===== src/design/wtg_pkg.sv =====
// Shared constants, types and the waveform table for the wavetable tone generator.
package wtg_pkg;

  // Audio and phase format
  localparam int unsigned SAMPLE_RATE   = 8000;
  localparam int unsigned FRACTION_BITS = 8;
  localparam int unsigned TABLE_ENTRIES = 16;
  localparam int unsigned TABLE_BITS    = $clog2(TABLE_ENTRIES);
  localparam int unsigned ACC_W         = FRACTION_BITS + 4;
  localparam int unsigned STEP_W        = FRACTION_BITS + 3;
  localparam int unsigned COUNT_W       = 20;
  localparam int unsigned FREQ_W        = 16;
  localparam int unsigned MS_W          = 16;
  localparam int unsigned WORD_W        = 32;

  // Request limits
  localparam int unsigned MAX_FREQ_HZ = 2000;
  localparam int unsigned MS_PER_S    = 1000;
  localparam int unsigned CLAMP_W     = $clog2(MAX_FREQ_HZ + 1);

  localparam longint unsigned STEP_MAX  = (64'd1 << STEP_W) - 64'd1;
  localparam longint unsigned COUNT_MAX = (64'd1 << COUNT_W) - 64'd1;

  // Step = freq * TABLE_ENTRIES * 2^FRACTION_BITS / SAMPLE_RATE, done as a
  // multiply by a rounded-up reciprocal; the shift keeps it exact for every
  // clamped frequency (2^shift exceeds max freq times the sample rate).
  localparam longint unsigned STEP_GAIN  = longint'(TABLE_ENTRIES) << FRACTION_BITS;
  localparam int unsigned     STEP_SHIFT = 27;
  localparam longint unsigned STEP_MUL   =
    ((STEP_GAIN << STEP_SHIFT) + longint'(SAMPLE_RATE) - 64'd1) / longint'(SAMPLE_RATE);
  localparam int unsigned     STEP_MUL_W  = $clog2(STEP_MUL + 64'd1);
  localparam int unsigned     STEP_PROD_W = CLAMP_W + STEP_MUL_W;

  // Count = ms * SAMPLE_RATE / 1000, same reciprocal scheme (2^26 > 65535 * 1000).
  localparam int unsigned     COUNT_SHIFT  = 26;
  localparam longint unsigned COUNT_MUL    =
    ((longint'(SAMPLE_RATE) << COUNT_SHIFT) + longint'(MS_PER_S) - 64'd1)
    / longint'(MS_PER_S);
  localparam int unsigned     COUNT_MUL_W  = $clog2(COUNT_MUL + 64'd1);
  localparam int unsigned     COUNT_PROD_W = MS_W + COUNT_MUL_W;

  // Item operation codes
  typedef enum logic {
    OP_START = 1'b0,
    OP_TICK  = 1'b1
  } op_t;

  // Tone setup handed from the setup logic to the core
  typedef struct packed {
    logic [STEP_W-1:0]  step;
    logic [COUNT_W-1:0] count;
  } setup_t;

  // Waveform table: one period of the tone
  function automatic logic [WORD_W-1:0] wave_word(input logic [TABLE_BITS-1:0] idx);
    logic [WORD_W-1:0] w;
    unique case (idx)
      4'd0:    w = 32'h6000_0000;
      4'd1:    w = 32'h7000_0000;
      4'd2:    w = 32'h8000_0000;
      4'd3:    w = 32'h9000_0000;
      4'd4:    w = 32'h9FFF_FFFF;
      4'd5:    w = 32'h9000_0000;
      4'd6:    w = 32'h8000_0000;
      4'd7:    w = 32'h7000_0000;
      4'd8:    w = 32'h6000_0000;
      4'd9:    w = 32'h5000_0000;
      4'd10:   w = 32'h4000_0000;
      4'd11:   w = 32'h3000_0000;
      4'd12:   w = 32'h2000_0000;
      4'd13:   w = 32'h3000_0000;
      4'd14:   w = 32'h4000_0000;
      4'd15:   w = 32'h5000_0000;
      default: w = 32'h6000_0000;
    endcase
    return w;
  endfunction

endpackage


===== src/design/wtg_ifs.sv =====
// Valid/ready channel interfaces for request items and sample items.
interface wtg_in_if;
  logic                        valid;
  logic                        ready;
  logic                        operation;
  logic [wtg_pkg::FREQ_W-1:0]  tone_freq_hz;
  logic [wtg_pkg::MS_W-1:0]    duration_ms;

  modport source (output valid, output operation, output tone_freq_hz,
                  output duration_ms, input ready);
  modport sink   (input valid, input operation, input tone_freq_hz,
                  input duration_ms, output ready);
endinterface

interface wtg_out_if;
  logic                        valid;
  logic                        ready;
  logic [wtg_pkg::WORD_W-1:0]  sample_word;
  logic                        last_sample;

  modport source (output valid, output sample_word, output last_sample, input ready);
  modport sink   (input valid, input sample_word, input last_sample, output ready);
endinterface


===== src/design/wavetable_tone_generator_top.sv =====
// Wavetable tone generator: a start item (operation 0) clamps the frequency to
// 2000 Hz, clears the phase and loads the phase step and the sample count
// (duration in ms times the sample rate over 1000); it gives no result. Each
// tick item (operation 1) stands for one free audio FIFO slot and, while samples
// remain, gives one 32-bit table word for the current phase, with last_sample
// set on the final one; a tick with no samples left gives nothing. A new start
// drops any tone in progress. The block takes one item per clock cycle; a
// sample appears on the output in the cycle after its tick and sits in a single
// output register, so input is held off only in a cycle where that register is
// full and the output side is not ready.
module wavetable_tone_generator_top (
  input logic       clk,
  input logic       rst_n,
  wtg_in_if.sink    in_ch,
  wtg_out_if.source out_ch
);
  import wtg_pkg::*;

  setup_t setup;

  // Derive step and count from the request fields
  wtg_setup u_setup (
    .freq_hz (in_ch.tone_freq_hz),
    .dur_ms  (in_ch.duration_ms),
    .setup   (setup)
  );

  // Run the oscillator and hold each sample
  wtg_core u_core (
    .clk             (clk),
    .rst_n           (rst_n),
    .in_valid        (in_ch.valid),
    .in_ready        (in_ch.ready),
    .in_operation    (in_ch.operation),
    .in_setup        (setup),
    .out_valid       (out_ch.valid),
    .out_ready       (out_ch.ready),
    .out_sample_word (out_ch.sample_word),
    .out_last_sample (out_ch.last_sample)
  );

endmodule


===== src/design/wtg_setup.sv =====
// Tone setup: clamp frequency, derive phase step and sample count.
module wtg_setup (
  input  logic [wtg_pkg::FREQ_W-1:0] freq_hz,
  input  logic [wtg_pkg::MS_W-1:0]   dur_ms,
  output wtg_pkg::setup_t            setup
);
  import wtg_pkg::*;

  logic [CLAMP_W-1:0]      freq_clamped;
  logic [STEP_PROD_W-1:0]  step_prod;
  logic [STEP_PROD_W-1:0]  step_quot;
  logic [COUNT_PROD_W-1:0] count_prod;
  logic [COUNT_PROD_W-1:0] count_quot;

  // Clamp the requested frequency
  assign freq_clamped = (freq_hz > FREQ_W'(MAX_FREQ_HZ)) ? CLAMP_W'(MAX_FREQ_HZ)
                                                          : freq_hz[CLAMP_W-1:0];

  // Divide by the sample rate via reciprocal multiply
  assign step_prod = STEP_PROD_W'(freq_clamped) * STEP_PROD_W'(STEP_MUL);
  assign step_quot = step_prod >> STEP_SHIFT;

  // Divide by milliseconds per second via reciprocal multiply
  assign count_prod = COUNT_PROD_W'(dur_ms) * COUNT_PROD_W'(COUNT_MUL);
  assign count_quot = count_prod >> COUNT_SHIFT;

  // Saturate both to their register widths
  always_comb begin
    if (step_quot > STEP_PROD_W'(STEP_MAX)) begin
      setup.step = STEP_W'(STEP_MAX);
    end else begin
      setup.step = step_quot[STEP_W-1:0];
    end
    if (count_quot > COUNT_PROD_W'(COUNT_MAX)) begin
      setup.count = COUNT_W'(COUNT_MAX);
    end else begin
      setup.count = count_quot[COUNT_W-1:0];
    end
  end

endmodule


===== src/design/wtg_core.sv =====
// Phase accumulator, sample countdown, table lookup and output register.
module wtg_core (
  input  logic                        clk,
  input  logic                        rst_n,
  input  logic                        in_valid,
  output logic                        in_ready,
  input  logic                        in_operation,
  input  wtg_pkg::setup_t             in_setup,
  output logic                        out_valid,
  input  logic                        out_ready,
  output logic [wtg_pkg::WORD_W-1:0]  out_sample_word,
  output logic                        out_last_sample
);
  import wtg_pkg::*;

  logic [ACC_W-1:0]   phase_r,     phase_nxt;
  logic [STEP_W-1:0]  step_r,      step_nxt;
  logic [COUNT_W-1:0] left_r,      left_nxt;
  logic               out_valid_r, out_valid_nxt;
  logic [WORD_W-1:0]  word_r,      word_nxt;
  logic               last_r,      last_nxt;
  logic               accept;
  logic               emit;

  // Take an item whenever the output register is empty or draining
  assign in_ready = !out_valid_r || out_ready;
  assign accept   = in_valid && in_ready;
  assign emit     = accept && (op_t'(in_operation) == OP_TICK) && (left_r != '0);

  // Next state: start reloads the tone, a productive tick advances it
  always_comb begin
    phase_nxt     = phase_r;
    step_nxt      = step_r;
    left_nxt      = left_r;
    out_valid_nxt = out_valid_r && !out_ready;
    word_nxt      = word_r;
    last_nxt      = last_r;
    if (accept && (op_t'(in_operation) == OP_START)) begin
      phase_nxt = '0;
      step_nxt  = in_setup.step;
      left_nxt  = in_setup.count;
    end
    if (emit) begin
      word_nxt      = wave_word(phase_r[FRACTION_BITS +: TABLE_BITS]);
      last_nxt      = (left_r == COUNT_W'(1));
      out_valid_nxt = 1'b1;
      phase_nxt     = phase_r + ACC_W'(step_r);
      left_nxt      = left_r - COUNT_W'(1);
    end
  end

  // Hold control state
  always_ff @(posedge clk) begin
    if (!rst_n) begin
      phase_r     <= '0;
      step_r      <= '0;
      left_r      <= '0;
      out_valid_r <= 1'b0;
    end else begin
      phase_r     <= phase_nxt;
      step_r      <= step_nxt;
      left_r      <= left_nxt;
      out_valid_r <= out_valid_nxt;
    end
  end

  // Hold the output payload
  always_ff @(posedge clk) begin
    word_r <= word_nxt;
    last_r <= last_nxt;
  end

  assign out_valid       = out_valid_r;
  assign out_sample_word = word_r;
  assign out_last_sample = last_r;

endmodule

===== src/flat_wrapper.sv =====
// flat-port wrapper written by rule: the top's interface ports become plain ports
module wavetable_tone_generator_top_flat import wtg_pkg::*;
  (clk, rst_n, in_ch_valid, in_ch_operation, in_ch_tone_freq_hz, in_ch_duration_ms, in_ch_ready, out_ch_valid, out_ch_sample_word, out_ch_last_sample, out_ch_ready);
  wtg_in_if in_ch_i ();
  wtg_out_if out_ch_i ();
  input logic clk;
  input logic rst_n;
  input wire logic [$bits(in_ch_i.valid)-1:0] in_ch_valid;
  input wire logic [$bits(in_ch_i.operation)-1:0] in_ch_operation;
  input wire logic [$bits(in_ch_i.tone_freq_hz)-1:0] in_ch_tone_freq_hz;
  input wire logic [$bits(in_ch_i.duration_ms)-1:0] in_ch_duration_ms;
  output wire logic [$bits(in_ch_i.ready)-1:0] in_ch_ready;
  output wire logic [$bits(out_ch_i.valid)-1:0] out_ch_valid;
  output wire logic [$bits(out_ch_i.sample_word)-1:0] out_ch_sample_word;
  output wire logic [$bits(out_ch_i.last_sample)-1:0] out_ch_last_sample;
  input wire logic [$bits(out_ch_i.ready)-1:0] out_ch_ready;
  assign in_ch_i.valid = in_ch_valid;
  assign in_ch_i.operation = in_ch_operation;
  assign in_ch_i.tone_freq_hz = in_ch_tone_freq_hz;
  assign in_ch_i.duration_ms = in_ch_duration_ms;
  assign in_ch_ready = in_ch_i.ready;
  assign out_ch_valid = out_ch_i.valid;
  assign out_ch_sample_word = out_ch_i.sample_word;
  assign out_ch_last_sample = out_ch_i.last_sample;
  assign out_ch_i.ready = out_ch_ready;
  wavetable_tone_generator_top u_core (.clk(clk), .rst_n(rst_n), .in_ch(in_ch_i), .out_ch(out_ch_i));
endmodule

===== config.mk =====
export PLATFORM = sky130hd
export DESIGN_NAME = wavetable_tone_generator_top_flat
export DESIGN_NICKNAME = d
export VERILOG_FILES = /design/src/design/wtg_pkg.sv /design/src/design/wtg_ifs.sv /design/src/design/wavetable_tone_generator_top.sv /design/src/design/wtg_setup.sv /design/src/design/wtg_core.sv /design/src/flat_wrapper.sv
export SDC_FILE = /design/constraint.sdc
export NUM_CORES = 1
export LEC_CHECK = 0
export BUFFER_PORTS_ARGS = -buffer_cell sky130_fd_sc_hd__buf_2
export CORE_MARGIN = 2
export CORE_UTILIZATION = 40
export DETAILED_ROUTE_END_ITERATION = 8
export PLACE_DENSITY_LB_ADDON = 0.2
export RECOVER_POWER = 100
export SETUP_SLACK_MARGIN = 0.1
export SLEW_MARGIN = 20
export SYNTH_ARGS = -nofsm -noshare
export SYNTH_HDL_FRONTEND = slang
export SYNTH_HIERARCHICAL = 1
export SYNTH_SLANG_ARGS = --single-unit

===== constraint.sdc =====
create_clock -name clk -period 11.8 [get_ports clk]
set_clock_uncertainty 0.05 [all_clocks]
set_input_delay 0.59 -clock clk [delete_from_list [all_inputs] [get_ports clk]]
set_output_delay 0.59 -clock clk [all_outputs]
set_load 0.02 [all_outputs]

Yosys cells after proc, flatten, opt, wreduce, memory -nomap -nowiden
Memories as Yosys holds them, arrays and structs flattened. A register that Yosys moved wholly into a read port is not among the register bits.
Index checks and enable logic that the tools add are counted.
{"block": "word_totals", "ff_bits": 45, "rom_bits": 512, "out_inout_bits": 35, "input_bits": 37, "n_memories": 1}
{"block": "op_classes", "n_eq_ne": 1, "n_mul": 1, "addsub": 2, "n_reduce_logical": 10, "mux": 8, "bitwise_logic": 1, "order_cmp": 3}
{"memory": "(name not given)", "words": 16, "word_bits": 32, "rd": 1, "rd_ports_with_merged_regs": 1, "wr": 0, "line_no": "wtg_pkg.sv:57", "text": "unique case (idx)"}
{"op": "2-to-1 mux 20 bit", "n": 3}
{"op": "multiplier 11 x 27 -> 38 bit, second input constant", "n": 1}
{"op": "2-to-1 mux 12 bit", "n": 2}
{"op": "2-to-1 mux 11 bit", "n": 2}
{"op": "equality test 20 x 1 -> 1 bit, second input constant", "n": 1}
{"op": "> comparator 19 x 20 -> 1 bit, second input constant", "n": 1}
{"op": "nonzero test 20 bit", "n": 1}
{"op": "subtractor 20 x 1 -> 20 bit, second input constant", "n": 1}
{"op": "> comparator 16 x 11 -> 1 bit, second input constant", "n": 1}
{"op": "adder 12 x 11 -> 12 bit", "n": 1}
{"op": "> comparator 11 bit, second input constant", "n": 1}
{"op": "logical AND 1 bit", "n": 5}
{"op": "logical NOT 1 bit", "n": 2}
{"op": "nonzero test 2 bit", "n": 1}
{"op": "logical OR 1 bit", "n": 1}
{"op": "2-to-1 mux 1 bit", "n": 1}
{"op": "NOT 1 bit", "n": 1}

Depth between registers and ports, before layout
{"block": "logic_depth", "ltp_word": 6, "ltp_mapped": 25, "depth_no_buf": 25}

Modules after synthesis
The synthesis kept the hierarchy.
{"mod": "wtg_setup", "seq_area_each_um2": 0.0, "cells_per_inst": 519, "area_per_inst_um2": 4446.8, "instances": 1}
{"mod": "wtg_core", "seq_area_each_um2": 1061.0, "cells_per_inst": 349, "area_per_inst_um2": 2979.1, "instances": 1}

Worst setup path before layout
Ideal clock, no wire load.
{"block": "synth_timing", "path_type": "input -> register", "from": "input port in_ch_tone_freq_hz[11]", "to": "register u_core.u_core.step_r[8]", "setup_time_ns": 0.132, "cell_stages": 24, "t_required_ns": 11.618, "arrival_time_ns": 5.925, "slack_ns": 5.693, "cell_sequence": "nor3_2 -> nand2_1 -> nor2_1 -> inv_1 -> ha_1 -> ha_1 -> inv_1 -> fa_1 -> inv_1 -> fa_1 -> fa_1 -> inv_1 -> fa_1 -> inv_1 -> ha_1 -> a21oi_1 -> o21ai_0 -> nor4_1 -> a31oi_2 -> nor2_1 -> o21ai_2 -> o311a_1 -> nand2_1 -> a21oi_1"}
{"element": "from (decl)", "line_no": "flat_wrapper.sv:10", "text": "input wire logic [$bits(in_ch_i.tone_freq_hz)-1:0] in_ch_tone_freq_hz;"}
{"element": "to (signal assigned)", "line_no": "wtg_core.sv:61", "text": "step_r <= step_nxt;"}
{"element": "to (decl)", "line_no": "wtg_core.sv:17", "text": "logic [STEP_W-1:0] step_r, step_nxt;"}

==> impl_metrics.yaml <==
route:
  drt.antenna.violating_nets: 0
  drcViolationCount: 0
  drt-pass1-iter-count: 4
  drt_first_iter_violations: 270
  wl_per_cell_um: 16.3
  via_per_inst: 5.33
  via_count: 5963
  detail_route.wirelength_mm: 18.2
logic_synthesis:
  edff_count_synth: 6
  synthesis.yosys.warnings: 6
  seq_area_frac_synth_pct: 14.3
  synth.avg_cell_area_um2: 8.56
  mappedNetlistArea_um2: 7430
  syn-instance-count: 868
  synth.distinct_cells: 76
  synthFlopType: "dfxtp_1"
  yosys-top-cells-area: "ha_1 (21%), fa_1 (17%), dfxtp_1 (12%), inv_1 (7.1%), buf_4 (4.8%)"
  synth_top_cell_area_share_pct: 21.2
  synth_top_cell_by_area: "ha_1"
  synth_async_sr_flop_share_pct: 0
  ys_seq_elements: 50
clocking:
  cts-hold-fix-buffers: 0
  cts_root_buf: "clkbuf_16"
  cts.repair.resized: 0
  clk-insertion-delay-late_ps: 280
  clk_pin_slew_ps: 70
  largest_buffer_count_on_any_clock_path: 2
  cts_tree: "done"
  cts_max_level: 2
  numClockSinks: 50
  post-cts-setup-buffers: 0
  numCtsBuffers: 5
layout:
  antenna_cells_inserted: 0
  finish.utilization_pct: 42.8
  design.final.nets: 1113
  layout.cells.most_common: "inv_1"
  flow.area_growth_from_synthesis_pct: 4.14
  post_layout_nonfiller_instances: 1118
  highest_count_cells_in_the_layout_ignoring_fill_and_taps: "inv_1 (141), ha_1 (126), nand2_1 (67)"
  post_route_cells_drive_above_1_share_pct: 6.97
grt:
  met2_usage_pct: 32.6
  pin_count_of_the_biggest_net_entering_global_routing: 43
  fraction_of_met1_tracks_used_by_global_routing_pct: 25.4
  grt_util_all_layers_pct: 18.6
  grt_pass1_vias: 5712
  number_of_antenna_violations_at_the_first_check_in_global_routing: 0
  layer_with_the_highest_usage: "met2"
  grt.overflow.total: 0
  grtUsageMet3_pct: 1.33
  first_pass_grt_wire_length_mm: 29.6
power_and_ir_drop:
  p_per_area_nw_per_um2: 81.9
  netSwitchingFraction_pct: 39.8
  internal-power_mw: 0.381
  switchingPower_mw: 0.252
  power_frac_clock_pct: 22.1
  comb_power_share_pct: 46.6
  power_leakage_nw: 3.73
  vdd_drop_max_uv: 53.5
  seq_power_share_pct: 31.3
timing:
  finalSetupViolations: 0
  worstMarginPinSlew_ps: 2430
  rsz0062_at_grt: "no"
  hold_viol: 0
  final.period_utilization_pct: 55.8
  maxSlewViolCount: 43
  fmax_mhz: 152
  slew_headroom_pct: -62.2
  post_route_minimum_period_ps: 6580
  totalNegativeSetupSlack_ps: 0
  worst_slack_ps: 5220
setup_path:
  timing.critical_path.fanout_max: 8
  worst_path_dominant_cell_family: "adder cells"
  rr_endpoint: "u_core/u_core/left_r[12]"
  worst_path_max_delay_cell: "fa_1"
  cp_slowest_stage_delay_ps: 550
  worst_path_class_setup: "input port to flip-flop"
  critical_path_arrival_ps: 6660
  reg2reg_from: "u_core/u_core/out_valid"
  r2r_slack_ps: 8560
  cp.required_ps: 11880
  critPathMostFrequentCell: "inv_1"
  worst_setup_path_start_kind: "input port"
  critical_path.endpoint_type: "flip-flop"
  number_of_buffer_and_inverter_instances_along_the_worst_setup_path: 6
  reg2regPathDepth: 5
min_path:
  terminating_pin_of_the_worst_hold_path: "u_core/u_core/step_r[0]"
  worst_hold_path.num_cells: 2
  hold_path_class: "flip-flop to flip-flop"
  hold_path.startpoint: "u_core/u_core/step_r[0]"
outcome:
  violations: "max-capacitance violations, max-slew violations"
  run_status: "finished with violations"
place:
  dp_hpwl_mm: 15.2
  detailedPlace.worstSlack_ps: 5020
  finalWeightedCongestion: 0.922
  dp_cells: 1110
  port_buffers: 71
die:
  initial_standard_cell_utilization_of_the_core_pct: 41.1
  num_ports: 72
  die_x_um: 140
  rows: 49
  core_um2: 18100
  design.die.area_um2: 19700
  die_height_um: 140
job:
  maxCapViolCount: 1
## per-stage QoR
| stage | instance area, µm² | hold slack, ps | total power [mW] |
|---|---|---|---|
| finish | 7730 | 414 | 0.634 |
| global route | 7730 | 434 | 0.687 |
| CTS | 7810 | 419 | 0.641 |
| detailed placement | 7660 | 410 | 0.498 |
| global placement | 7660 | 407 | 0.501 |
| floorplan | 7440 | 390 | 0.433 |
## area by class of cell
cell class | count | area [µm²]
inverters | 143 | 537
well taps | 229 | 287
repair buffers | 73 | 320
multi-input cells | 615 | 5390
clock buffers | 6 | 129
flip-flops and latches | 50 | 1060
fillers | 1840 | 10400
clock inverters | 2 | 13.8
## power groups by stage
stage                     Sequential, mW  Clock [mW]  Combinational, mW
after floorplan                    0.200           0              0.233
after global placement             0.202           0              0.299
after detailed placement           0.202           0              0.296
after CTS                          0.198       0.144              0.299
after global routing               0.200       0.152              0.334
final                              0.198       0.140              0.296
## worst min-delay path, cell delays in order (launching register included)
cell	delay, ps
dfxtp_1	320
nand2_1	50
a21oi_1	50
## layer usage
| layer | wire [µm] | part of all wire [%] |
|---|---|---|
| met1 | 8670 | 48 |
| met2 | 8700 | 48 |
| met3 | 555 | 3.1 |
| met4 | 242 | 1.3 |
| met5 | 0 | 0 |
## Yosys cell counts (4+ instances only)
master	number
o21a_1	5
xor2_1	7
a21o_1	14
fa_1	62
edfxtp_1	6
and2_1	5
or2_2	6
inv_1	141
mux2i_1	4
o31ai_1	5
a211o_1	4
nand2b_1	7
ha_1	126
clkbuf_1	12
o211ai_1	18
nand4_1	11
nand3_1	31
o21ai_0	20
o311ai_0	5
nor4_1	5
buf_4	47
a31oi_1	10
nand2_1	67
a211oi_1	10
xnor2_1	6
and3_1	4
nor2_1	29
nor3_1	17
a21oi_1	62
or3_1	8
o21bai_1	6
dfxtp_1	44
## state kept, by name, summed over array words and instances (netlist names)
register,cells
u_core/u_core/phase_r,12
u_core/u_core/left_r,20
u_core/u_core/step_r,11
u_core/u_core/out_valid,1
u_core/u_core/out_sample_word,5
u_core/u_core/out_last_sample,1
## how the worst max path moves through the flow
stage | from | to | slack, ps | cells after the start
final | in_ch_tone_freq_hz[11] | u_core/u_core/step_r[8] | 5220 | 25
after global routing | in_ch_tone_freq_hz[2] | u_core/u_core/step_r[8] | 4730 | 25
after CTS | in_ch_tone_freq_hz[11] | u_core/u_core/step_r[8] | 5300 | 25
after detailed placement | in_ch_tone_freq_hz[11] | u_core/u_core/step_r[8] | 5020 | 25
after global placement | in_ch_tone_freq_hz[11] | u_core/u_core/step_r[8] | 5090 | 25
after floorplan | in_ch_tone_freq_hz[11] | u_core/u_core/step_r[8] | 5690 | 24
## cells by family after synthesis
kind of cell,synth area share (%)
and+or+nand+nor,14.2
buffers and inverters,13.0
AOI/OAI and AO/OA,17.6
adders and majority gates,38.4
DFF,14.3
xor gates and xnor gates,1.75
muxes,0.691
other,0.0505
(Power assumes the default switching activity.)
